<file path="src/design/sst_pkg.sv">
// ----------------------------------------------------------------------------
// Sorted set toggle package
// Beat types, result codes and the status that cells share with neighbors.
// ----------------------------------------------------------------------------
package sst_pkg;

  localparam int unsigned CatW     = 2;
  localparam int unsigned ItemW    = 8;
  localparam int unsigned OutcomeW = 2;
  localparam int unsigned SlotW    = 4;
  localparam int unsigned CountW   = 5;

  typedef enum logic [OutcomeW-1:0] {
    OUT_INSERTED = 2'd0,
    OUT_REMOVED  = 2'd1,
    OUT_REJECTED = 2'd2
  } sst_outcome_e;

  typedef struct packed {
    logic [CatW-1:0]  category;
    logic [ItemW-1:0] item_id;
  } sst_in_t;

  typedef struct packed {
    logic [OutcomeW-1:0] outcome;
    logic [SlotW-1:0]    slot;
    logic [CountW-1:0]   new_count;
  } sst_out_t;

  // Update command broadcast to every cell.
  typedef struct packed {
    logic ins;
    logic rem;
  } sst_cmd_t;

  // What a cell reports about its entry of the selected list.
  typedef struct packed {
    logic valid;
    logic lt;
    logic eq;
    logic gt;
  } sst_stat_t;

endpackage

</file>
<file path="src/design/sst_cell.sv">
// ----------------------------------------------------------------------------
// Sorted set toggle cell
// Holds one slot of every list, compares it with the identifier and takes
// its neighbor's entry when the list shifts.
// ----------------------------------------------------------------------------
module sst_cell #(
  parameter int unsigned ID_BITS   = 8,
  parameter int unsigned NUM_LISTS = 3,
  parameter int unsigned CNT_W     = 5,
  parameter int unsigned LIST_W    = 2,
  parameter int unsigned K         = 0
) (
  input  logic                clk_i,
  input  logic                rst_ni,
  input  sst_pkg::sst_cmd_t   cmd_i,
  input  logic [LIST_W-1:0]   list_i,
  input  logic [ID_BITS-1:0]  id_i,
  input  logic [CNT_W-1:0]    count_i,
  input  logic [ID_BITS-1:0]  prv_entry_i,
  input  sst_pkg::sst_stat_t  prv_stat_i,
  input  logic [ID_BITS-1:0]  nxt_entry_i,
  input  sst_pkg::sst_stat_t  nxt_stat_i,
  output logic [ID_BITS-1:0]  entry_o,
  output sst_pkg::sst_stat_t  stat_o
);
  import sst_pkg::*;

  logic [ID_BITS-1:0] entry_q [NUM_LISTS];
  logic [ID_BITS-1:0] entry_d;
  logic               valid, at_top, wr;

  assign entry_o = entry_q[list_i];
  assign valid   = CNT_W'(K) < count_i;
  assign at_top  = CNT_W'(K) == count_i;

  assign stat_o.valid = valid;
  assign stat_o.lt    = valid && (entry_o < id_i);
  assign stat_o.eq    = valid && (entry_o == id_i);
  assign stat_o.gt    = valid && (entry_o > id_i);

  // A removal pulls every entry at or above the identifier down one slot;
  // an insertion pushes every larger entry up and drops the identifier into
  // the lowest slot that opened.
  always_comb begin
    entry_d = entry_o;
    wr      = 1'b0;
    if (cmd_i.rem && valid && !stat_o.lt) begin
      wr      = 1'b1;
      entry_d = nxt_stat_i.valid ? nxt_entry_i : '0;
    end else if (cmd_i.ins && (stat_o.gt || at_top)) begin
      wr      = 1'b1;
      entry_d = prv_stat_i.gt ? prv_entry_i : id_i;
    end
  end

  always_ff @(posedge clk_i or negedge rst_ni) begin
    if (!rst_ni) begin
      for (int i = 0; i < NUM_LISTS; i++) begin
        entry_q[i] <= '0;
      end
    end else if (wr) begin
      entry_q[list_i] <= entry_d;
    end
  end

endmodule

</file>
<file path="src/design/sorted_set_toggle.sv">
// ----------------------------------------------------------------------------
// Sorted set toggle
// Keeps one ascending list of identifiers per category and toggles an
// identifier's membership on every beat that is not rejected.
// ----------------------------------------------------------------------------
// A beat names a category and an identifier. If the identifier is in that
// list it is removed, otherwise it is inserted at its sorted place; an insert
// into a full list, or a category past the last list, is rejected and changes
// nothing. The beat is taken into the input register; while it sits there,
// every slot of the row of cells compares and shifts in parallel, and the
// output register then captures the result. With the output side not
// stalling, a new beat is taken every cycle. Reset clears all lists at
// once; no clearing pass follows it.
module sorted_set_toggle #(
  parameter int unsigned CAPACITY  = 16,
  parameter int unsigned NUM_LISTS = 3,
  parameter int unsigned ID_BITS   = 8
) (
  input  logic              clk_i,
  input  logic              rst_ni,
  input  logic              in_valid_i,
  output logic              in_stall_o,
  input  sst_pkg::sst_in_t  in_data_i,
  output logic              out_valid_o,
  input  logic              out_stall_i,
  output sst_pkg::sst_out_t out_data_o
);
  import sst_pkg::*;

  localparam int unsigned CNT_W  = $clog2(CAPACITY + 1);
  localparam int unsigned POS_W  = $clog2(CAPACITY);
  localparam int unsigned LIST_W = (NUM_LISTS > 1) ? $clog2(NUM_LISTS) : 1;

  // Input register.
  logic             in_vld_q, in_vld_d;
  sst_in_t          in_q;
  logic             accept, fire;

  // Output register.
  logic             out_vld_q, out_vld_d;
  sst_out_t         out_q, out_d;

  logic [CNT_W-1:0] count_q [NUM_LISTS];
  logic [CNT_W-1:0] count_d;
  logic [CNT_W-1:0] count;
  logic [LIST_W-1:0] list_idx;
  logic [ID_BITS-1:0] id;
  logic             cat_ok, found, full;
  sst_cmd_t         cmd;

  logic [ID_BITS-1:0] ent [CAPACITY];
  sst_stat_t          stat [CAPACITY];
  logic [CAPACITY-1:0] eq_vec, bnd_vec;
  logic [POS_W-1:0]    pos;

  assign fire       = in_vld_q && (!out_vld_q || !out_stall_i);
  assign in_stall_o = in_vld_q && !fire;
  assign accept     = in_valid_i && !in_stall_o;

  always_comb begin
    in_vld_d = in_vld_q;
    if (accept) begin
      in_vld_d = 1'b1;
    end else if (fire) begin
      in_vld_d = 1'b0;
    end
  end

  always_ff @(posedge clk_i or negedge rst_ni) begin
    if (!rst_ni) begin
      in_vld_q <= 1'b0;
    end else begin
      in_vld_q <= in_vld_d;
    end
  end

  always_ff @(posedge clk_i) begin
    if (accept) begin
      in_q <= in_data_i;
    end
  end

  assign cat_ok   = 32'(in_q.category) < NUM_LISTS;
  assign list_idx = LIST_W'(in_q.category);
  assign id       = ID_BITS'(in_q.item_id);
  assign count    = count_q[list_idx];

  // Row of cells; each one sees its neighbors' entries and status.
  for (genvar k = 0; k < CAPACITY; k++) begin : g_cell
    logic [ID_BITS-1:0] prv_ent, nxt_ent;
    sst_stat_t          prv_st, nxt_st;

    if (k == 0) begin : g_first
      assign prv_ent = '0;
      assign prv_st  = '0;
    end else begin : g_mid_lo
      assign prv_ent = ent[k-1];
      assign prv_st  = stat[k-1];
    end

    if (k == CAPACITY - 1) begin : g_last
      assign nxt_ent = '0;
      assign nxt_st  = '0;
    end else begin : g_mid_hi
      assign nxt_ent = ent[k+1];
      assign nxt_st  = stat[k+1];
    end

    sst_cell #(
      .ID_BITS  (ID_BITS),
      .NUM_LISTS(NUM_LISTS),
      .CNT_W    (CNT_W),
      .LIST_W   (LIST_W),
      .K        (k)
    ) u_cell (
      .clk_i      (clk_i),
      .rst_ni     (rst_ni),
      .cmd_i      (cmd),
      .list_i     (list_idx),
      .id_i       (id),
      .count_i    (count),
      .prv_entry_i(prv_ent),
      .prv_stat_i (prv_st),
      .nxt_entry_i(nxt_ent),
      .nxt_stat_i (nxt_st),
      .entry_o    (ent[k]),
      .stat_o     (stat[k])
    );

    // The smaller entries form a prefix, so its upper edge marks at most one slot.
    assign eq_vec[k]  = stat[k].eq;
    assign bnd_vec[k] = ((k == 0) || prv_st.lt) && !stat[k].lt;
  end

  assign found = |eq_vec;
  assign full  = count == CNT_W'(CAPACITY);

  always_comb begin
    pos = '0;
    for (int k = 0; k < CAPACITY; k++) begin
      if (bnd_vec[k]) begin
        pos = pos | POS_W'(k);
      end
    end
  end

  always_comb begin
    cmd     = '0;
    count_d = count;
    out_d   = '0;
    out_d.outcome = OUT_REJECTED;
    if (cat_ok) begin
      out_d.new_count = CountW'(count);
      if (found) begin
        cmd.rem         = fire;
        count_d         = count - 1'b1;
        out_d.outcome   = OUT_REMOVED;
        out_d.slot      = SlotW'(pos);
        out_d.new_count = CountW'(count_d);
      end else if (!full) begin
        cmd.ins         = fire;
        count_d         = count + 1'b1;
        out_d.outcome   = OUT_INSERTED;
        out_d.slot      = SlotW'(pos);
        out_d.new_count = CountW'(count_d);
      end
    end
  end

  always_ff @(posedge clk_i or negedge rst_ni) begin
    if (!rst_ni) begin
      for (int i = 0; i < NUM_LISTS; i++) begin
        count_q[i] <= '0;
      end
    end else if (cmd.ins || cmd.rem) begin
      count_q[list_idx] <= count_d;
    end
  end

  always_comb begin
    out_vld_d = out_vld_q;
    if (fire) begin
      out_vld_d = 1'b1;
    end else if (!out_stall_i) begin
      out_vld_d = 1'b0;
    end
  end

  always_ff @(posedge clk_i or negedge rst_ni) begin
    if (!rst_ni) begin
      out_vld_q <= 1'b0;
    end else begin
      out_vld_q <= out_vld_d;
    end
  end

  always_ff @(posedge clk_i) begin
    if (fire) begin
      out_q <= out_d;
    end
  end

  assign out_valid_o = out_vld_q;
  assign out_data_o  = out_q;

endmodule

</file>
<file path="config.mk">
export PLATFORM = sky130hd
export DESIGN_NAME = sorted_set_toggle
export DESIGN_NICKNAME = d
export VERILOG_FILES = /design/src/design/sst_pkg.sv /design/src/design/sst_cell.sv /design/src/design/sorted_set_toggle.sv
export SDC_FILE = /design/constraint.sdc
export NUM_CORES = 1
export LEC_CHECK = 0
export BUFFER_PORTS_ARGS = -buffer_cell sky130_fd_sc_hd__buf_4
export CAP_MARGIN = 25
export CORE_MARGIN = 2
export CORE_UTILIZATION = 48
export CTS_CLUSTER_DIAMETER = 120
export DETAILED_ROUTE_END_ITERATION = 8
export SYNTH_ARGS = -nofsm -noshare
export SYNTH_HDL_FRONTEND = slang
export SYNTH_SLANG_ARGS = --single-unit
</file>
<file path="constraint.sdc">
create_clock -name clk_i -period 10 [get_ports clk_i]
set_input_delay 0.5 -clock clk_i [delete_from_list [all_inputs] [get_ports clk_i]]
set_output_delay 0.5 -clock clk_i [all_outputs]
set_load 0.05 [all_outputs]
</file>
---- Word-level counts from Yosys, hierarchy flattened ----
Index checks and enable logic that the tools add are counted.
storage, ports and cells
  logic and storage cells ................. 495
  output and inout port bits .............. 13
  memories ................................ 0
  bits in latches ......................... 0
  ROM bits ................................ 0
  bits of input ports ..................... 14
  bits in writable memories ............... 0
  register bits ........................... 422
operators by class
  reductions and logical operators ........ 156
  magnitude comparators ................... 51
  multiplexer cells ....................... 194
  shift-type cells ........................ 0
  bitwise operators ....................... 1
  equality and inequality tests ........... 33
  multipliers ............................. 0
  add/subtract/negate cells ............... 2
  div/mod/pow operators ................... 0
operators by type and width
  cell                  number
  $mux W8               95
  $bwmux W24            16
  $bmux W8 S2           16
  $eq A8 B8 Y1          16
  $gt A8 B8 Y1          16
  $lt A8 B8 Y1          16
  $logic_and A1 B1 Y1   115
  $eq A4 B5 Y1 const A  8
  $lt A4 B5 Y1 const A  8
  $mux W1               40
  $mux W4               8
  $mux W5               6
  $mux W11              2
  $eq A3 B5 Y1 const A  4
  $logic_not A1 Y1      20
  $lt A3 B5 Y1 const A  4
  $logic_or A1 B1 Y1    18
  $demux W8 S2          1
  $reduce_or A16 Y1     1
  $bwmux W15            1
  $mux W3               4
  $bmux W5 S2           1
  $demux W5 S2          1
  $eq A2 B5 Y1 const A  2
  14 further kinds      18

---- Depth between registers and ports, before layout ----
  depth in word-level cells ............... 25
  gate-level depth with buffers ........... 22
  mapped depth without buffers ............ 15

---- Modules after synthesis ----
From an unflattened synthesis, not the netlist that was laid out.
second synthesis, totals
  cell total of the unflattened synthesis .. 3237
  area total of the unflattened synthesis .. 30422.9 um^2
by module, submodules not included
  module                        area an instance (um^2)  instances  sequential area each (um^2)  cells each
  sst_cell (g_cell[15].u_cell)  2058.2                   1          600.6                        225
  sst_cell (g_cell[6].u_cell)   1979.4                   1          600.6                        223
  sst_cell (g_cell[10].u_cell)  1950.6                   1          600.6                        252
  sorted_set_toggle             1914.3                   1          1056.0                       154
  sst_cell (g_cell[11].u_cell)  1888.1                   1          600.6                        226
  sst_cell (g_cell[1].u_cell)   1824.2                   1          600.6                        191
  sst_cell (g_cell[5].u_cell)   1823.0                   1          600.6                        214
  sst_cell (g_cell[7].u_cell)   1793.0                   1          600.6                        202
  sst_cell (g_cell[0].u_cell)   1786.7                   1          600.6                        199
  sst_cell (g_cell[12].u_cell)  1778.0                   1          600.6                        158
  sst_cell (g_cell[9].u_cell)   1771.7                   1          600.6                        206
  sst_cell (g_cell[2].u_cell)   1731.7                   1          600.6                        175
  sst_cell (g_cell[8].u_cell)   1694.1                   1          600.6                        170
  sst_cell (g_cell[4].u_cell)   1675.4                   1          600.6                        157
  3 more rows                   -                        -          -                            -

---- Least setup slack after synthesis ----
OpenSTA, ideal clock, no wires.
  path type ............................... register -> register
  start point ............................. register in_q, in the netlist list_idx[1]
  end point ............................... register g_cell[7].u_cell.entry_q[0] in the netlist's numbering
  required time ........................... 9.874 ns
  arrival time ............................ 4.759 ns
  path buffers ............................ 6
  cell stages (with the launch flop) ...... 22
  setup slack ............................. 5.115 ns
  period minus slack after synthesis ...... 4.885 ns
  setup time .............................. 0.126 ns
  cells stage by stage .................... edfxtp_1 buf_6 buf_6 clkbuf_1 buf_1 mux2i_1 nor2_1 a21oi_1 inv_1 ha_1 nand4_1 or2_2 buf_1 o21ai_0 a21oi_1 o32ai_1 nor3_4 inv_2 nand3_2 buf_2 o21a_1 a221o_1
between the ends
  word-level cells in the longest chain between the ends .. 13
  elaborated cells on any way between the ends .. 131
  those cells by class .................... order compare: 22; eq/ne: 18; mux: 64; bitwise: 1; reduce/logical: 26
RTL lines
  element                                                                 line                                                     RTL
  start, declared                                                         sorted_set_toggle.sv:36                                  sst_in_t in_q;
  start signal, assigned                                                  sorted_set_toggle.sv:79                                  in_q <= in_data_i;
  $not A2 Y3 (implied by the code)                                        sst_cell.sv:32, sst_cell.sv:62, sorted_set_toggle.sv:86
  $bmux W5 S2 or $bmux W8 S2 (tied branches)                              sorted_set_toggle.sv:86, sst_cell.sv:32
  $mux W5 (implied by the code) or $mux W8 (tied branches) (2 in series)  sorted_set_toggle.sv:86, sst_cell.sv:32
  $lt A1 B5 Y1, or another cell as far along                              sst_cell.sv:33                                           assign valid = CNT_W'(K) < count_i;
  $logic_and A1 B1 Y1                                                     sst_cell.sv:38                                           assign stat_o.eq = valid && (entry_o == id_i);
  $reduce_or A16 Y1                                                       sorted_set_toggle.sv:135                                 assign found = |eq_vec;
  $mux W1                                                                 sorted_set_toggle.sv:154                                 if (found) begin
  $mux W2                                                                 sorted_set_toggle.sv:152                                 if (cat_ok) begin
  $logic_and A1 B1 Y1 (on tied branches)                                  sst_cell.sv:50, sst_cell.sv:47
  $mux W8 or $logic_and A1 B1 Y1 (tied branches)                          sst_cell.sv:50, sst_cell.sv:47
  $mux W8                                                                 sst_cell.sv:47                                           if (cmd_i.rem && valid && !stat_o.lt) begin
  $bwmux W24                                                              sst_cell.sv:62                                           entry_q[list_i] <= entry_d;
  end signal, assigned by index                                           sst_cell.sv:62
  end, declared                                                           sst_cell.sv:28                                           logic [ID_BITS-1:0] entry_q [NUM_LISTS];
Parallel ways exist; a longest one is shown, timed or not. The select of a mux whose other input is x is not followed.
A chain may end at the register's enable or synchronous reset.

---- Worst setup path in the final report ----
  start point ............................. register in_q, in the netlist list_idx[1]
  end point ............................... register g_cell[10].u_cell.entry_q[19] in the netlist's numbering
between the ends
  word-level cells in the longest chain between the ends .. 13
  elaborated cells on any way between the ends .. 131
  those cells by class .................... order compare: 22; eq/ne: 18; mux: 64; bitwise: 1; reduce/logical: 26
RTL lines
  element                                                                 line
  $not A2 Y3 (implied by the code)                                        sst_cell.sv:32, sst_cell.sv:62, sorted_set_toggle.sv:86
  $bmux W5 S2 or $bmux W8 S2 (tied branches)                              sorted_set_toggle.sv:86, sst_cell.sv:32
  $mux W5 (implied by the code) or $mux W8 (tied branches) (2 in series)  sorted_set_toggle.sv:86, sst_cell.sv:32
  $lt A1 B5 Y1, or another cell as far along                              sst_cell.sv:33
  $logic_and A1 B1 Y1                                                     sst_cell.sv:38
  $reduce_or A16 Y1                                                       sorted_set_toggle.sv:135
  $mux W1                                                                 sorted_set_toggle.sv:154
  $mux W2                                                                 sorted_set_toggle.sv:152
  $logic_and A1 B1 Y1 (on tied branches)                                  sst_cell.sv:50, sst_cell.sv:47
  $mux W8 or $logic_and A1 B1 Y1 (tied branches)                          sst_cell.sv:50, sst_cell.sv:47
  $mux W8                                                                 sst_cell.sv:47
  $bwmux W24                                                              sst_cell.sv:62
  end signal, assigned by index                                           sst_cell.sv:62
  end, declared                                                           sst_cell.sv:28
Parallel ways exist; a longest one is shown, timed or not. The select of a mux whose other input is x is not followed.

==> impl_results.md <==
* Outcome: finished clean
* First-pass GRT wire length at around 150000 um
* Req. time, crit path at 10.53 ns
* Largest net degree at the start of global routing at about 140
* Worst relative slew slack at 0.237
* Reg area at between 0.01 and 0.015 mm^2
* Gr usage total at 0.347
* Min cycle time layout at 7.09 ns
* Clock-pin slew on the worst setup and hold paths at 0.06 ns
* Nets at around 2800
* Post-DP HPWL at roughly 66000 um
* Initial DRC Count at roughly 3200
* Fmax at between 100 and 150 MHz
* Final setup TNS at 0 ns
* Net Count, Synth at 2800
* HP Class: input port to flop
* Via Count at roughly 24000
* Capture point of the worst reg-to-reg path: g_cell[10].u_cell.entry_q[19]
* Via count of the first global-routing pass at ~24000
* Share of layout cells above drive strength 1 at 0.101
* Die Area at between 0.05 and 0.06 mm^2
* Mean number of vias per cell at a little over 7
* # setup viols final at 0
* DRC viols at 0
* Initial antenna violation count at 2
* I/O Buffers at 26
* Post-Place Cells at approximately 3300
* Area Growth Syn to Fin at 10.9%
* Worst reg-to-reg setup slack at between 2 and 3 ns
* Maxcap violations at 0
* Syn_area_per_cell at just under 10 um^2
* Most used flip-flop cell after synthesis: dfrtp_1
* Power per cell area at 164 mW/mm^2
* Fill count at ~4800
* H-tree Lvls at 2
* RSZ-0062 raised after global routing: no
* Worst-skew pair later-pin latency at slightly above 0.6 ns
* WHS Endpoint: id[4]
* Row count at 85
* Synth warn at 0
* Synthesized area at 0.0258 mm^2
* Pre-CTS worst setup slack at 3.23 ns
* CTS root buf: clkbuf_16
* Number of iterations in the first detailed-routing pass at 8
* Crit path DAT at between 7 and 8 ns
* R2R cell count at 17
* Synth unique cells at 80
* Hold-critical path depth at 1
* Critical path launch point type: flop
* Hold path start: in_data_i[4]
* CTS Buf Count at 50
* Worst hold slack at between 0.05 and 0.06 ns
* Syn Inst Count at approximately 2700
* Tcrit/Tclk final at 0.709
* Detail Route Antenna Nets at 0
* Post-synth EDFFs at 21
* R2R Path Start: list_idx[1]
* Final Hold Vio Count at 0
* Final WL at between 90000 and 100000 um
* Finished Layout Cells at about 3400
* Die Height at 236 um
* Tightest Pin Transition at 1.14 ns
* CTS Sinks at around 420
* VDD IR-drop max at between 0.15 and 0.2 mV
* Async SR Flop Fraction at 0.950
* CP Max Fanout at between 100 and 150
* # IOs at 27
* RD Place Congestion at between 0.9 and 1
* Final core utilization at 0.536
* WL per Instance at roughly 29 um
* Footprint of the multi-input gates at 0.0143 mm^2
* Antenna Cells at 0
* Setup crit end kind: flop
* CORE AREA at 0.0535 mm^2
* Post-synthesis sequential area ratio at 0.413
* Max Slew Vio Count at 0
* Clk_skew at approximately 0.029 ns
* Die W at 236 um
* Post-CTS Resized at 0
* CTS tree: built
* Flops & latches, synth at about 420
* Final worst slack at ~2.9 ns
* Initial core utilization at 0.483
* CP Class: flop to flop
* Grt total ovfl at 0
* Static leakage at ~0.012 uW
* Clk buf depth at 3
## flip-flops by register name (all words and copies together) (netlist names)
| register | cells |
|---|---|
| in_vld_q | 1 |
| g_cell.u_cell.entry_q | 384 |
| list_idx | 2 |
| id | 8 |
| out_valid_o | 1 |
| count_q | 15 |
| out_data_o | 11 |
## worst max-delay path by stage
stage	cells past startpoint	slack, ns	from	to
6_report	17	2.91	list_idx[1]	g_cell[10].u_cell.entry_q[19]
5_1_grt	18	2.66	list_idx[1]	g_cell[11].u_cell.entry_q[8]
3_5_place_dp	17	3.23	list_idx[1]	g_cell[11].u_cell.entry_q[8]
4_1_cts	17	3.15	list_idx[1]	g_cell[11].u_cell.entry_q[15]
3_3_place_gp	16	3.31	list_idx[1]	g_cell[11].u_cell.entry_q[8]
2_1_floorplan	21	5.12	list_idx[1]	g_cell[7].u_cell.entry_q[0]
## stage by stage
step                      total power (uW)  area [um^2]
after floorplan                       2560        25800
after global placement                2840        26900
after detailed placement              2860        26900
after CTS                             4680        28600
after global routing                  4860        28700
final                                 4690        28700
## cell usage in the layout, fill, tap and decap left out, types with 6 or more instances in the layout
| cell | count |
|---|---|
| nor2_1 | 280 |
| clkbuf_8 | 8 |
| a221o_1 | 303 |
| clkbuf_16 | 50 |
| nor2b_1 | 29 |
| o22ai_1 | 18 |
| a21oi_1 | 118 |
| o22a_1 | 14 |
| or3_1 | 10 |
| dfrtp_1 | 401 |
| buf_4 | 94 |
| ha_1 | 133 |
| edfxtp_1 | 21 |
| nand2b_1 | 16 |
| nand2_1 | 162 |
| a2bb2oi_1 | 57 |
| nand3_1 | 42 |
| mux2i_1 | 186 |
| o211ai_1 | 18 |
| nand4_1 | 44 |
| a31oi_1 | 7 |
| a21oi_2 | 9 |
| o21ai_1 | 17 |
| inv_1 | 55 |
| o221ai_1 | 8 |
| or2_2 | 14 |
| clkinv_2 | 18 |
| and2_1 | 11 |
| clkbuf_1 | 6 |
| nor3_1 | 157 |
| a21o_1 | 34 |
| o21ai_0 | 154 |
| o21a_1 | 30 |
| o2bb2ai_1 | 26 |
| nand3_2 | 6 |
| o311ai_0 | 8 |
| mux2_2 | 7 |
## power by group
group | total [uW] | internal [uW] | switching, uW | leakage (uW)
Clock | 1830 | 1040 | 794 | 0.000808
Sequential | 1970 | 1880 | 88.9 | 0.00568
Combinational | 895 | 327 | 568 | 0.00586
Total | 4690 | 3240 | 1450 | 0.0124
## routing by layer
metal / global-route usage / part of all wire
met1: 0.488 / 0.43
met2: 0.516 / 0.43
met3: 0.0796 / 0.10
met4: 0.144 / 0.039
met5: 0 / 0.00013
## area by class of cell
type | count | area share
clock inverters | 30 | 0.00829
well taps | 696 | 0.0304
repair buffers | 113 | 0.0343
clock buffers | 64 | 0.0483
flip-flops and latches | 422 | 0.372
multi-input cells | 2008 | 0.499
inverters | 61 | 0.00799
## Yosys cell counts, drive strengths merged, types with 30 or more instances
master / count / area share
dfrtp: 401 / 0.39
a221o: 303 / 0.12
nor2: 285 / 0.042
mux2i: 188 / 0.073
o21ai: 172 / 0.033
nand2: 165 / 0.024
nor3: 160 / 0.032
ha: 133 / 0.064
a21oi: 127 / 0.025
clkbuf: 100 / 0.015
buf: 62 / 0.012
a2bb2oi: 60 / 0.021
inv: 58 / 0.0084
nand3: 48 / 0.010
nand4: 44 / 0.011
a21o: 34 / 0.0099
nor2b: 30 / 0.0076
o21a: 30 / 0.0087
## worst max-delay path, stage by stage, from the launching register on
cell      delay, ns
edfxtp_1       0.43
buf_4          0.32
nor2b_4        0.72
buf_12         0.53
a21oi_1        0.30
inv_1          0.11
ha_1           0.15
nand4_1        0.17
or2_2          0.44
o21ai_0        0.19
a21oi_1        0.10
o32ai_1        0.53
nor3_4         0.10
buf_4          0.25
inv_2          0.56
nand2_2        0.82
nor2_1         0.86
a221o_1        0.26
## logic make-up after synthesis
group / share of synthesized area
adders and majority gates: 0.0644
muxes: 0.0765
AOI/OAI and AO/OA: 0.267
DFF: 0.413
and+or+nand+nor: 0.143
xor gates and xnor gates: 0.000678
buffers and inverters: 0.0359
## what timing repair did
item                                   4_1_cts  5_1_grt
hold buffers                                 1        0
endpoints found under the hold margin        4        0
buffers inserted                             0        0
Power figures use the tool's default switching activity.
